<file path="config.mk">
export PLATFORM = sky130hd
export DESIGN_NAME = ppm_rgb_stream_decoder
export DESIGN_NICKNAME = d
export VERILOG_FILES = /design/src/rtl/core/prd_pkg.sv /design/src/rtl/core/prd_parser.sv /design/src/rtl/core/prd_res_queue.sv /design/src/rtl/core/ppm_rgb_stream_decoder.sv
export SDC_FILE = /design/constraint.sdc
export NUM_CORES = 1
export LEC_CHECK = 0
export ABC_AREA = 1
export BUFFER_PORTS_ARGS = -buffer_cell sky130_fd_sc_hd__buf_2
export CAP_MARGIN = 0
export CORE_AREA = 2 2 218 220
export CTS_CLUSTER_DIAMETER = 80
export DETAILED_ROUTE_END_ITERATION = 8
export DIE_AREA = 0 0 220 222
export PLACE_DENSITY = 0.85
export SLEW_MARGIN = 0
export SYNTH_ARGS = -nofsm -noshare
export SYNTH_HDL_FRONTEND = slang
export SYNTH_SLANG_ARGS = --single-unit
</file>
<file path="constraint.sdc">
create_clock -name clk_i -period 7.1 [get_ports clk_i]
set_clock_uncertainty 0.05 [all_clocks]
set_input_delay 1.065 -clock clk_i [delete_from_list [all_inputs] [get_ports clk_i]]
set_output_delay 1.065 -clock clk_i [all_outputs]
set_load 0.1 [all_outputs]
</file>
<file path="src/rtl/core/prd_pkg.sv">
// shared types and codes for the ppm stream decoder
`timescale 1ns / 1ps
`default_nettype none

package prd_pkg;

  typedef enum logic [1:0] {
    KIND_SIZE   = 2'd0,
    KIND_SAMPLE = 2'd1,
    KIND_DONE   = 2'd2,
    KIND_ERROR  = 2'd3
  } kind_e;

  typedef enum logic [2:0] {
    ERR_NONE      = 3'd0,
    ERR_MAGIC     = 3'd1,
    ERR_NOT_RGB   = 3'd2,
    ERR_SIZE      = 3'd3,
    ERR_MAXVAL    = 3'd4,
    ERR_TRUNCATED = 3'd5,
    ERR_NUMBER    = 3'd6
  } err_e;

  typedef struct packed {
    kind_e       kind;
    logic [15:0] sample_or_width;
    logic [15:0] height;
    logic        binary_format;
    err_e        error_code;
    logic        last_of_run;
  } res_t;

  // results produced by one accepted byte
  typedef struct packed {
    logic [1:0] cnt;
    res_t       r0;
    res_t       r1;
  } push_t;

  localparam int unsigned QUEUE_DEPTH = 4;

endpackage

`default_nettype wire

</file>
<file path="src/rtl/core/prd_parser.sv">
// byte parser: header tokens, sample decode and end-of-file handling
`timescale 1ns / 1ps
`default_nettype none

module prd_parser #(
  parameter int unsigned DIM_BITS = 16
) (
  input  wire logic           clk_i,
  input  wire logic           rst_ni,
  input  wire logic           accept_i,
  input  wire logic [7:0]     data_byte_i,
  input  wire logic           last_byte_i,
  output prd_pkg::push_t      push_o
);
  import prd_pkg::*;

  localparam int unsigned TV_W = DIM_BITS + 1;
  localparam int unsigned T_W  = DIM_BITS + 5;
  localparam int unsigned SL_W = 2 * DIM_BITS + 2;

  localparam logic [7:0] CH_HASH = 8'h23;
  localparam logic [7:0] CH_LF   = 8'h0A;
  localparam logic [7:0] CH_P    = 8'h50;
  localparam logic [7:0] CH_SIX  = 8'h36;
  localparam logic [7:0] CH_THREE = 8'h33;
  localparam logic [7:0] CH_ZERO = 8'h30;
  localparam logic [7:0] CH_NINE = 8'h39;

  typedef enum logic [2:0] {
    PH_MAGIC  = 3'd0,
    PH_WIDTH  = 3'd1,
    PH_HEIGHT = 3'd2,
    PH_MAXVAL = 3'd3,
    PH_RAW    = 3'd4,
    PH_ASCII  = 3'd5,
    PH_END    = 3'd6
  } phase_e;

  phase_e              ph_q, ph_d;
  logic                incom_q, incom_d;
  logic                intok_q, intok_d;
  logic [TV_W-1:0]     tv_q, tv_d;
  logic [2:0]          tl_q, tl_d;
  logic                mfo_q, mfo_d;
  logic [7:0]          msec_q, msec_d;
  logic                isb_q, isb_d;
  logic [DIM_BITS-1:0] wd_q, wd_d;
  logic [DIM_BITS-1:0] hd_q, hd_d;
  logic [SL_W-1:0]     sl_q, sl_d;
  logic [SL_W-1:0]     prod_q, prod_d;

  logic [2*DIM_BITS-1:0] wh;
  logic [T_W-1:0]        tv_ext, t_acc, t_sat;
  logic                  is_ws, is_digit, is_hash;
  logic                  fin, emit;
  logic [7:0]            emit_val;
  logic [TV_W-1:0]       v;
  logic [1:0]            cnt;
  res_t                  slot [2];

  // 3*w*h, ready in the cycle after the height is stored
  always_comb begin
    wh     = wd_q * hd_q;
    prod_d = SL_W'(wh) + (SL_W'(wh) << 1);
  end

  always_comb begin
    is_ws    = data_byte_i inside {8'h20, 8'h09, 8'h0A, 8'h0B, 8'h0C, 8'h0D};
    is_digit = data_byte_i inside {[CH_ZERO:CH_NINE]};
    is_hash  = (data_byte_i == CH_HASH);
    tv_ext   = T_W'(tv_q);
    t_acc    = (tv_ext << 3) + (tv_ext << 1) + T_W'(data_byte_i - CH_ZERO);
    t_sat    = (t_acc > (T_W'(1) << DIM_BITS)) ? (T_W'(1) << DIM_BITS) : t_acc;
  end

  always_comb begin
    ph_d     = ph_q;
    incom_d  = incom_q;
    intok_d  = intok_q;
    tv_d     = tv_q;
    tl_d     = tl_q;
    mfo_d    = mfo_q;
    msec_d   = msec_q;
    isb_d    = isb_q;
    wd_d     = wd_q;
    hd_d     = hd_q;
    sl_d     = sl_q;
    cnt      = 2'd0;
    slot[0]  = '0;
    slot[1]  = '0;
    fin      = 1'b0;
    emit     = 1'b0;
    emit_val = data_byte_i;
    v        = tv_q;

    if (accept_i) begin
      // per-byte step, except the token finish and sample emission
      if (ph_q == PH_RAW) begin
        emit = 1'b1;
      end else if (ph_q != PH_END) begin
        if (incom_q) begin
          if (data_byte_i == CH_LF) begin
            incom_d = 1'b0;
          end
        end else if (is_ws || is_hash) begin
          fin = intok_q;
        end else begin
          intok_d = 1'b1;
          if (ph_q == PH_MAGIC) begin
            if (tl_q == 3'd0) begin
              mfo_d = (data_byte_i == CH_P);
            end else if (tl_q == 3'd1) begin
              msec_d = data_byte_i;
            end
            if (tl_q != 3'd7) begin
              tl_d = tl_q + 3'd1;
            end
          end else if (is_digit) begin
            if (ph_q == PH_ASCII) begin
              tv_d = TV_W'(t_acc[7:0]);
            end else begin
              tv_d = t_sat[TV_W-1:0];
            end
            if (tl_q != 3'd7) begin
              tl_d = tl_q + 3'd1;
            end
          end else begin
            slot[cnt[0]] = '{KIND_ERROR, 16'd0, 16'd0, isb_d, ERR_NUMBER, 1'b0};
            cnt     = cnt + 2'd1;
            ph_d    = PH_END;
            intok_d = 1'b0;
            incom_d = 1'b0;
          end
        end
      end

      // end of file closes an open token
      if (last_byte_i && (ph_d != PH_END) && intok_d) begin
        fin = 1'b1;
      end

      if (fin) begin
        v       = tv_d;
        intok_d = 1'b0;
        tv_d    = '0;
        case (ph_d)
          PH_MAGIC: begin
            if ((tl_d != 3'd2) || !mfo_d) begin
              slot[cnt[0]] = '{KIND_ERROR, 16'd0, 16'd0, isb_d, ERR_MAGIC, 1'b0};
              cnt     = cnt + 2'd1;
              ph_d    = PH_END;
              incom_d = 1'b0;
            end else if (msec_d == CH_SIX) begin
              isb_d = 1'b1;
              ph_d  = PH_WIDTH;
            end else if (msec_d == CH_THREE) begin
              isb_d = 1'b0;
              ph_d  = PH_WIDTH;
            end else begin
              slot[cnt[0]] = '{KIND_ERROR, 16'd0, 16'd0, isb_d, ERR_NOT_RGB, 1'b0};
              cnt     = cnt + 2'd1;
              ph_d    = PH_END;
              incom_d = 1'b0;
            end
          end
          PH_WIDTH, PH_HEIGHT: begin
            if ((v == '0) || v[DIM_BITS]) begin
              slot[cnt[0]] = '{KIND_ERROR, 16'd0, 16'd0, isb_d, ERR_SIZE, 1'b0};
              cnt     = cnt + 2'd1;
              ph_d    = PH_END;
              incom_d = 1'b0;
            end else if (ph_d == PH_WIDTH) begin
              wd_d = v[DIM_BITS-1:0];
              ph_d = PH_HEIGHT;
            end else begin
              hd_d = v[DIM_BITS-1:0];
              ph_d = PH_MAXVAL;
            end
          end
          PH_MAXVAL: begin
            if (isb_d ? (v != TV_W'(255)) : (v > TV_W'(255))) begin
              slot[cnt[0]] = '{KIND_ERROR, 16'd0, 16'd0, isb_d, ERR_MAXVAL, 1'b0};
              cnt     = cnt + 2'd1;
              ph_d    = PH_END;
              incom_d = 1'b0;
            end else begin
              sl_d = prod_q;
              slot[cnt[0]] = '{KIND_SIZE, 16'(wd_d), 16'(hd_d), isb_d, ERR_NONE, 1'b0};
              cnt  = cnt + 2'd1;
              ph_d = isb_d ? PH_RAW : PH_ASCII;
            end
          end
          PH_ASCII: begin
            emit     = 1'b1;
            emit_val = v[7:0];
          end
          default: begin
          end
        endcase
        tl_d   = 3'd0;
        mfo_d  = 1'b0;
        msec_d = 8'd0;
      end

      if (emit) begin
        slot[cnt[0]] = '{KIND_SAMPLE, 16'(emit_val), 16'd0, isb_d, ERR_NONE, 1'b0};
        cnt = cnt + 2'd1;
        if (sl_d != '0) begin
          sl_d = sl_d - SL_W'(1);
        end
        if (sl_d == '0) begin
          slot[cnt[0]] = '{KIND_DONE, 16'd0, 16'd0, isb_d, ERR_NONE, 1'b0};
          cnt  = cnt + 2'd1;
          ph_d = PH_END;
        end
      end

      // a hash outside a comment starts a comment, also one that ends a token
      if (!incom_q && is_hash && (ph_q != PH_RAW) && (ph_q != PH_END) &&
          (ph_d != PH_RAW) && (ph_d != PH_END)) begin
        incom_d = 1'b1;
      end

      if (last_byte_i) begin
        if (ph_d != PH_END) begin
          slot[cnt[0]] = '{KIND_ERROR, 16'd0, 16'd0, isb_d, ERR_TRUNCATED, 1'b0};
          cnt = cnt + 2'd1;
        end
        ph_d    = PH_MAGIC;
        incom_d = 1'b0;
        intok_d = 1'b0;
        tv_d    = '0;
        tl_d    = 3'd0;
        mfo_d   = 1'b0;
        msec_d  = 8'd0;
        isb_d   = 1'b0;
        wd_d    = '0;
        hd_d    = '0;
        sl_d    = '0;
      end

      if (cnt == 2'd1) begin
        slot[0].last_of_run = 1'b1;
      end else if (cnt == 2'd2) begin
        slot[1].last_of_run = 1'b1;
      end
    end

    push_o.cnt = cnt;
    push_o.r0  = slot[0];
    push_o.r1  = slot[1];
  end

  always_ff @(posedge clk_i or negedge rst_ni) begin
    if (!rst_ni) begin
      ph_q    <= PH_MAGIC;
      incom_q <= 1'b0;
      intok_q <= 1'b0;
      tv_q    <= '0;
      tl_q    <= 3'd0;
      mfo_q   <= 1'b0;
      msec_q  <= 8'd0;
      isb_q   <= 1'b0;
      wd_q    <= '0;
      hd_q    <= '0;
      sl_q    <= '0;
    end else begin
      ph_q    <= ph_d;
      incom_q <= incom_d;
      intok_q <= intok_d;
      tv_q    <= tv_d;
      tl_q    <= tl_d;
      mfo_q   <= mfo_d;
      msec_q  <= msec_d;
      isb_q   <= isb_d;
      wd_q    <= wd_d;
      hd_q    <= hd_d;
      sl_q    <= sl_d;
    end
  end

  always_ff @(posedge clk_i) begin
    prod_q <= prod_d;
  end

endmodule

`default_nettype wire

</file>
<file path="src/rtl/core/prd_res_queue.sv">
// result queue: takes up to two results a cycle, hands out one
`timescale 1ns / 1ps
`default_nettype none

module prd_res_queue (
  input  wire logic           clk_i,
  input  wire logic           rst_ni,
  input  wire prd_pkg::push_t push_i,
  output logic                full_o,
  output logic                valid_o,
  input  wire logic           pop_i,
  output prd_pkg::res_t       head_o
);
  import prd_pkg::*;

  localparam int unsigned PW = $clog2(QUEUE_DEPTH);
  localparam int unsigned CW = $clog2(QUEUE_DEPTH + 1);

  res_t          mem_q [QUEUE_DEPTH];
  logic [PW-1:0] wr_q, wr_d;
  logic [PW-1:0] rd_q, rd_d;
  logic [CW-1:0] cnt_q, cnt_d;
  logic          pop;

  assign valid_o = (cnt_q != '0);
  assign head_o  = mem_q[rd_q];
  // room for two results is needed before taking a byte
  assign full_o  = (cnt_q > CW'(QUEUE_DEPTH - 2));
  assign pop     = pop_i && valid_o;

  always_comb begin
    wr_d  = wr_q + PW'(push_i.cnt);
    rd_d  = rd_q + PW'(pop);
    cnt_d = cnt_q + CW'(push_i.cnt) - CW'(pop);
  end

  always_ff @(posedge clk_i) begin
    if (push_i.cnt != 2'd0) begin
      mem_q[wr_q] <= push_i.r0;
    end
    if (push_i.cnt == 2'd2) begin
      mem_q[wr_q + PW'(1)] <= push_i.r1;
    end
  end

  always_ff @(posedge clk_i or negedge rst_ni) begin
    if (!rst_ni) begin
      wr_q  <= '0;
      rd_q  <= '0;
      cnt_q <= '0;
    end else begin
      wr_q  <= wr_d;
      rd_q  <= rd_d;
      cnt_q <= cnt_d;
    end
  end

endmodule

`default_nettype wire

</file>
<file path="src/rtl/core/ppm_rgb_stream_decoder.sv">
// top level of the ppm (p6 / p3) byte stream decoder
//
// channel | direction | handshake               | payload
// in      | input     | in_valid_i, in_stall_o   | data_byte_i, last_byte_i
// out     | output    | out_valid_o, out_stall_i | kind_o, sample_or_width_o, height_o,
//         |           |                          | binary_format_o, error_code_o, last_of_run_o
//
// one byte is taken per cycle while in_stall_o is low; its results are written
// to a four-entry result queue at the same clock edge and reach the output behind
// earlier results. a byte yields up to two results and the output drains one a
// cycle while out_stall_i is low, so the input stalls while under two entries are free.
// reset leaves the parser waiting for a magic token with an empty queue.
`timescale 1ns / 1ps
`default_nettype none

module ppm_rgb_stream_decoder #(
  parameter int unsigned DIM_BITS = 16
) (
  input  wire logic        clk_i,
  input  wire logic        rst_ni,
  input  wire logic        in_valid_i,
  output logic             in_stall_o,
  input  wire logic [7:0]  data_byte_i,
  input  wire logic        last_byte_i,
  output logic             out_valid_o,
  input  wire logic        out_stall_i,
  output logic [1:0]       kind_o,
  output logic [15:0]      sample_or_width_o,
  output logic [15:0]      height_o,
  output logic             binary_format_o,
  output logic [2:0]       error_code_o,
  output logic             last_of_run_o
);
  import prd_pkg::*;

  push_t push;
  res_t  head;
  logic  full;
  logic  accept;

  assign in_stall_o = full;
  assign accept     = in_valid_i && !full;

  prd_parser #(
    .DIM_BITS(DIM_BITS)
  ) u_parser (
    .clk_i      (clk_i),
    .rst_ni     (rst_ni),
    .accept_i   (accept),
    .data_byte_i(data_byte_i),
    .last_byte_i(last_byte_i),
    .push_o     (push)
  );

  prd_res_queue u_queue (
    .clk_i  (clk_i),
    .rst_ni (rst_ni),
    .push_i (push),
    .full_o (full),
    .valid_o(out_valid_o),
    .pop_i  (!out_stall_i),
    .head_o (head)
  );

  assign kind_o            = head.kind;
  assign sample_or_width_o = head.sample_or_width;
  assign height_o          = head.height;
  assign binary_format_o   = head.binary_format;
  assign error_code_o      = head.error_code;
  assign last_of_run_o     = head.last_of_run;

endmodule

`default_nettype wire
</file>
==> results of run 1 <==
[logic make-up after synthesis]
group / share of synthesized area
adders and majority gates: 0.2370
buffers and inverters: 0.1049
AOI/OAI and AO/OA: 0.09287
and+or+nand+nor: 0.2445
xor gates and xnor gates: 0.02474
DFF: 0.2960
[synthesized netlist by cell type, drive strengths merged, types with 34 or more instances]
library cell  instances
a21oi                99
nand2               898
edfxtp              156
o21ai               229
xor2                 56
clkbuf              116
nand3               116
inv                 553
nand4                87
dfxtp                34
dfrtp               108
o22ai                56
ha                  177
buf                  42
nor2                416
fa                  212
[per-layer routing]
metal | global-route usage | GRT overflow
met3 | 0.6901 | 2
met4 | 0.6850 | 10
met2 | 0.8392 | 3
met1 | 0.7432 | 4
met5 | 0.5414 | 1
[stage by stage]
stage          instance area [µm²]  TNS [ns]  instances
2_1_floorplan                27790  -0.02113       3475
3_3_place_gp                 31700   -190.08       4447
3_5_place_dp                 31700   -215.07       4447
4_1_cts                      35190    -10.66       4651
[timing repair]
action                                  CTS
buffers inserted                        128
endpoints found under the setup margin  324
endpoints found under the hold margin     0
pin swaps                                95
gates resized for setup                 247
gates cloned                             18
==> qor.txt, run 1 <==
Worst_ep grt - u_queue.mem_q[0][5]$_DFFE_PP_/DE
Place WS - -0.8345 ns
Failing step - global routing
Hpwl dp - 60080 µm
Status - stopped before the end
Yosys top cell area share - 0.1719
Stop Error - [ERROR GRT-0232] Routing congestion too high. Check the congestion heatmap in the GUI.
Clock root buffer master - clkbuf_16
Gr usage total - 0.7459
Number of synthesized flops with an enable pin - 156
Gr ovfl total - 20
CTS Hold Bufs - 0
Port bufs - 53
Num rows - 79
Mapped Cells - 3475
Post-Syn Area - 27260 µm²
Avg Inst Size Synth - 7.843 µm²
Largest net degree at the start of global routing - 80
CTS H-tree depth - 1
Top FF cell, synth - edfxtp_1
Worst endpoint type - sequential cell input
Asr flop ratio synth - 0.3624
I/O pin cnt - 54
Top post-synthesis cells by area - edfxtp_1, fa_1, nand2_1
RePlAce Congestion - 1.016
Die Height - 222 µm
Yosys top cell by area - edfxtp_1
Antenna violations before repair - 46
Maximum root-to-sink buffer count - 3
Distinct cell type count after synthesis - 60
Post-synthesis register bit count - 298
Synth Net Count - 3877
Synth warnings - 0
Register area share after synthesis - 0.2960
Total CTS buffers - 31
Die Width - 220 µm
CTS sink cnt - 298
Initial Util - 0.5892
==> run 2: changes to the inputs <==
--- a/config.mk
+++ b/config.mk
@@ -8,11 +8,10 @@
 export ABC_AREA = 1
 export BUFFER_PORTS_ARGS = -buffer_cell sky130_fd_sc_hd__buf_2
 export CAP_MARGIN = 0
-export CORE_AREA = 2 2 218 220
-export CTS_CLUSTER_DIAMETER = 80
+export CORE_AREA = 2 2 265 267
 export DETAILED_ROUTE_END_ITERATION = 8
-export DIE_AREA = 0 0 220 222
-export PLACE_DENSITY = 0.85
+export DIE_AREA = 0 0 267 269
+export PLACE_DENSITY_LB_ADDON = 0.15
 export SLEW_MARGIN = 0
 export SYNTH_ARGS = -nofsm -noshare
 export SYNTH_HDL_FRONTEND = slang
==> constraint.sdc (replaced) <==
create_clock -name clk_i -period 9.25 [get_ports clk_i]
set_clock_uncertainty 0.05 [all_clocks]
set_input_delay 1.3875 -clock clk_i [delete_from_list [all_inputs] [get_ports clk_i]]
set_output_delay 1.3875 -clock clk_i [all_outputs]
set_load 0.1 [all_outputs]
==> qor.txt, run 2 <==
Worst path required time - 9.64 ns
# fillers - 7069
RSZ-0062 raised after global routing - no
Die Height - 269 µm (+21%)
Fraction of final layout cells with drive strength greater than 1 - 0.08476
Max-slew violations - 0
Final design utilization - 0.4295
Mapped Cells - 3475 (unchanged)
Final ANT Viol Nets - 0
Crit path arrival time - 9.01 ns
Die Width - 267 µm (+21%)
CTS sink cnt - 298 (unchanged)
Slew headroom - 0.3126
Commonest non-fill, non-tap cell in the layout - nand2_1
Setup TNS - 0 ns
Setup bufs post-CTS - 0 (-100%)
Num rows - 97 (+23%)
Max stage delay cell, worst path - fa_1
Routed WL - 78870 µm
Clock root buffer master - clkbuf_16
Most flops, register - u_queue.mem_q
Final Hold Vio Count - 0
CTS H-tree depth - 2 (+1)
Most frequent cells in the layout - nand2_1, inv_1, nor2_1
Number of synthesized flops with an enable pin - 156 (unchanged)
Internal power - 3.814 mW
Asr flop ratio synth - 0.3624 (unchanged)
Antenna violations before repair - 1
Largest net degree at the start of global routing - 72
Startpoint types - input pin
Register area share after synthesis - 0.2960 (unchanged)
Uppermost layer routed - met5
Peak VDD IR - 0.3189 mV
CTS tree - yes
Max_cap viols - 0
Wire length on met3 - 2800 µm
Residual DRC - 0
Final Setup Violations - 0
Clock power share - 0.164
First-pass GRT wire length - 125800 µm
Worst-path maximum fanout - 21
Core area - 69300 µm²
Yosys top cell area share - 0.1719 (unchanged)
Vias per cell - 5.061
Gr ovfl total - 0
Sw power - 4.678 mW
Status - finished clean
Area delta synth->final - 9.213%
Fin nets - 3881
Least-Margin Pin Slew - 1.029 ns
DRT Pass-1 Iters - 6
1st-iter DRT viols - 1606
Hold WC Path Type - reg -> reg
Top-count cell post-synth - nand2_1
Initial Util - 0.3933 (-0.1959)
# diodes - 0
Most frequent cells after synthesis - nand2_1, inv_1, nor2_1
Total die area - 71820 µm²
Avg Inst Size Synth - 7.843 µm² (unchanged)
Vias in the first global route - 22170
Switching Share - 0.5509
RePlAce Congestion - 0.9699 (-4.5%)
Top FF cell, synth - edfxtp_1
Fmax achieved - 116.1 MHz
Total CTS buffers - 35 (+13%)
Met2 wire length - 36930 µm
Top post-synthesis cells by area - edfxtp_1, fa_1, nand2_1
Distinct cell type count after synthesis - 60 (unchanged)
Yosys top cell by area - edfxtp_1
WL/cell - 17.75 µm
Area of the multi-input gates - 16350 µm²
Clk slew on worst S/H paths - 0.06 ns
Gr usage total - 0.2238
Metal1 wirelength - 36630 µm
Cell Pwr Density - 285.3 nW/µm²
Critical path endpoint category - register
Post-Syn Area - 27260 µm² (unchanged)
Regs by FF count - u_queue.mem_q (156), u_parser.prod_q (34), u_parser.sl_q (34)
Post-synthesis register bit count - 298 (unchanged)
Kind of critical path - in -> reg
Post-layout min period - 8.613 ns
Sequential Power Share - 0.234
Largest register FFs - 156
Maximum root-to-sink buffer count - 3 (unchanged)
Hpwl dp - 59310 µm (-1.3%)
Skew-Pair Late Insertion Delay - 0.57 ns
Overall power - 8.492 mW
Crit path top cell by count - nand2_1
I/O pin cnt - 54 (unchanged)
Port bufs - 53 (unchanged)
Synth Net Count - 3877 (unchanged)
Sequential cell area - 8070 µm²
Synth warnings - 0 (unchanged)
Fin crit share - 0.9311
Critical Path Max Stage Delay - 0.43 ns
Comb pwr share - 0.602
Leakage - 14.74 nW
Vias - 22490
-- run 2: cell counts after synthesis --
No cell type changed its count.
-- run 2: worst max-delay path: cells and delay by family --
| kind | cells | cell delay, ns |
|---|---|---|
| compound gates | 2 | 0.30 |
| xor+xnor | 2 | 0.28 |
| fa+ha+maj | 5 | 1.81 |
| buf+inv | 5 | 0.79 |
| simple gates | 36 | 4.42 |
-- run 2: what timing repair did --
action / CTS / global route
endpoints found under the setup margin: 0 / 1
hold buffers: 0 / 0
resized for setup: 0 / 1
-- run 2: final cells by class --
class	instances	area share
multi-input cells	2463	0.5494
flip-flops and latches	298	0.2711
inverters	556	0.07053
well taps	940	0.03951
clock buffers	46	0.03216
repair buffers	125	0.03094
clock inverters	16	0.006347
-- run 2: power by group through the flow --
| stage | Clock [mW] | Sequential, mW | Combinational (mW) |
|---|---|---|---|
| 2_1_floorplan | 0 | 1.82 | 3.90 |
| 3_3_place_gp | 0 | 2.01 | 5.08 |
| 3_5_place_dp | 0 | 2.01 | 5.07 |
| 4_1_cts | 1.43 | 1.99 | 5.09 |
| 5_1_grt | 1.47 | 2.02 | 5.57 |
| 6_report | 1.39 | 1.99 | 5.11 |
-- run 2: logic make-up (layout without fill, tap and decap cells) --
group | count (synthesis) | in the layout | synth area share
adder cells (fa/ha/maj) | 389 | 389 | 0.2370
flip-flops | 298 | 298 | 0.2960
AO/OA/AOI/OAI | 444 | 444 | 0.09287
XOR/XNOR | 77 | 77 | 0.02474
AND/OR/NAND/NOR | 1553 | 1553 | 0.2445
buffers and inverters | 714 | 743 | 0.1049
-- run 2: final timing paths --
check / startpoint / endpoint / slack [ns] / cells past startpoint
min in group asynchronous: rst_ni / u_parser.hd_q[0] / 0.83 / 1
hold reg to reg: u_parser.sl_q[11] / u_parser.sl_q[11] / 0.44 / 2
setup reg to reg: u_parser.wd_q[3] / u_parser.prod_q[32] / 0.68 / 38
max in group asynchronous: rst_ni / u_queue.rd_q[0] / 6.97 / 2
setup / recovery: data_byte_i[4] / u_queue.cnt_q[2] / 0.64 / 50
hold / removal: u_parser.sl_q[11] / u_parser.sl_q[11] / 0.44 / 2
-- run 2: metrics by stage --
step / cell area (µm²) / setup WS [ns] / cells / hold slack, ns
after floorplan: 27260 / 0.5517 / 3475 / 0.3979
after global placement: 28620 / 0.2483 / 4382 / 0.4162
after detailed placement: 28620 / 0.2131 / 4382 / 0.4249
after global routing: 29770 / 0.002032 / 4444 / 0.4618
after CTS: 29770 / 0.6272 / 4444 / 0.4391
final: 29770 / 0.6372 / 4444 / 0.4383
-- run 2: routing by layer --
metal	GRT usage	vias up
met5	0	-
met4	0.07197	2
met3	0.02009	97
met2	0.3758	454
met1	0.3057	10880
li1	-	11060
No activity file was read; power rests on OpenSTA's default activity.
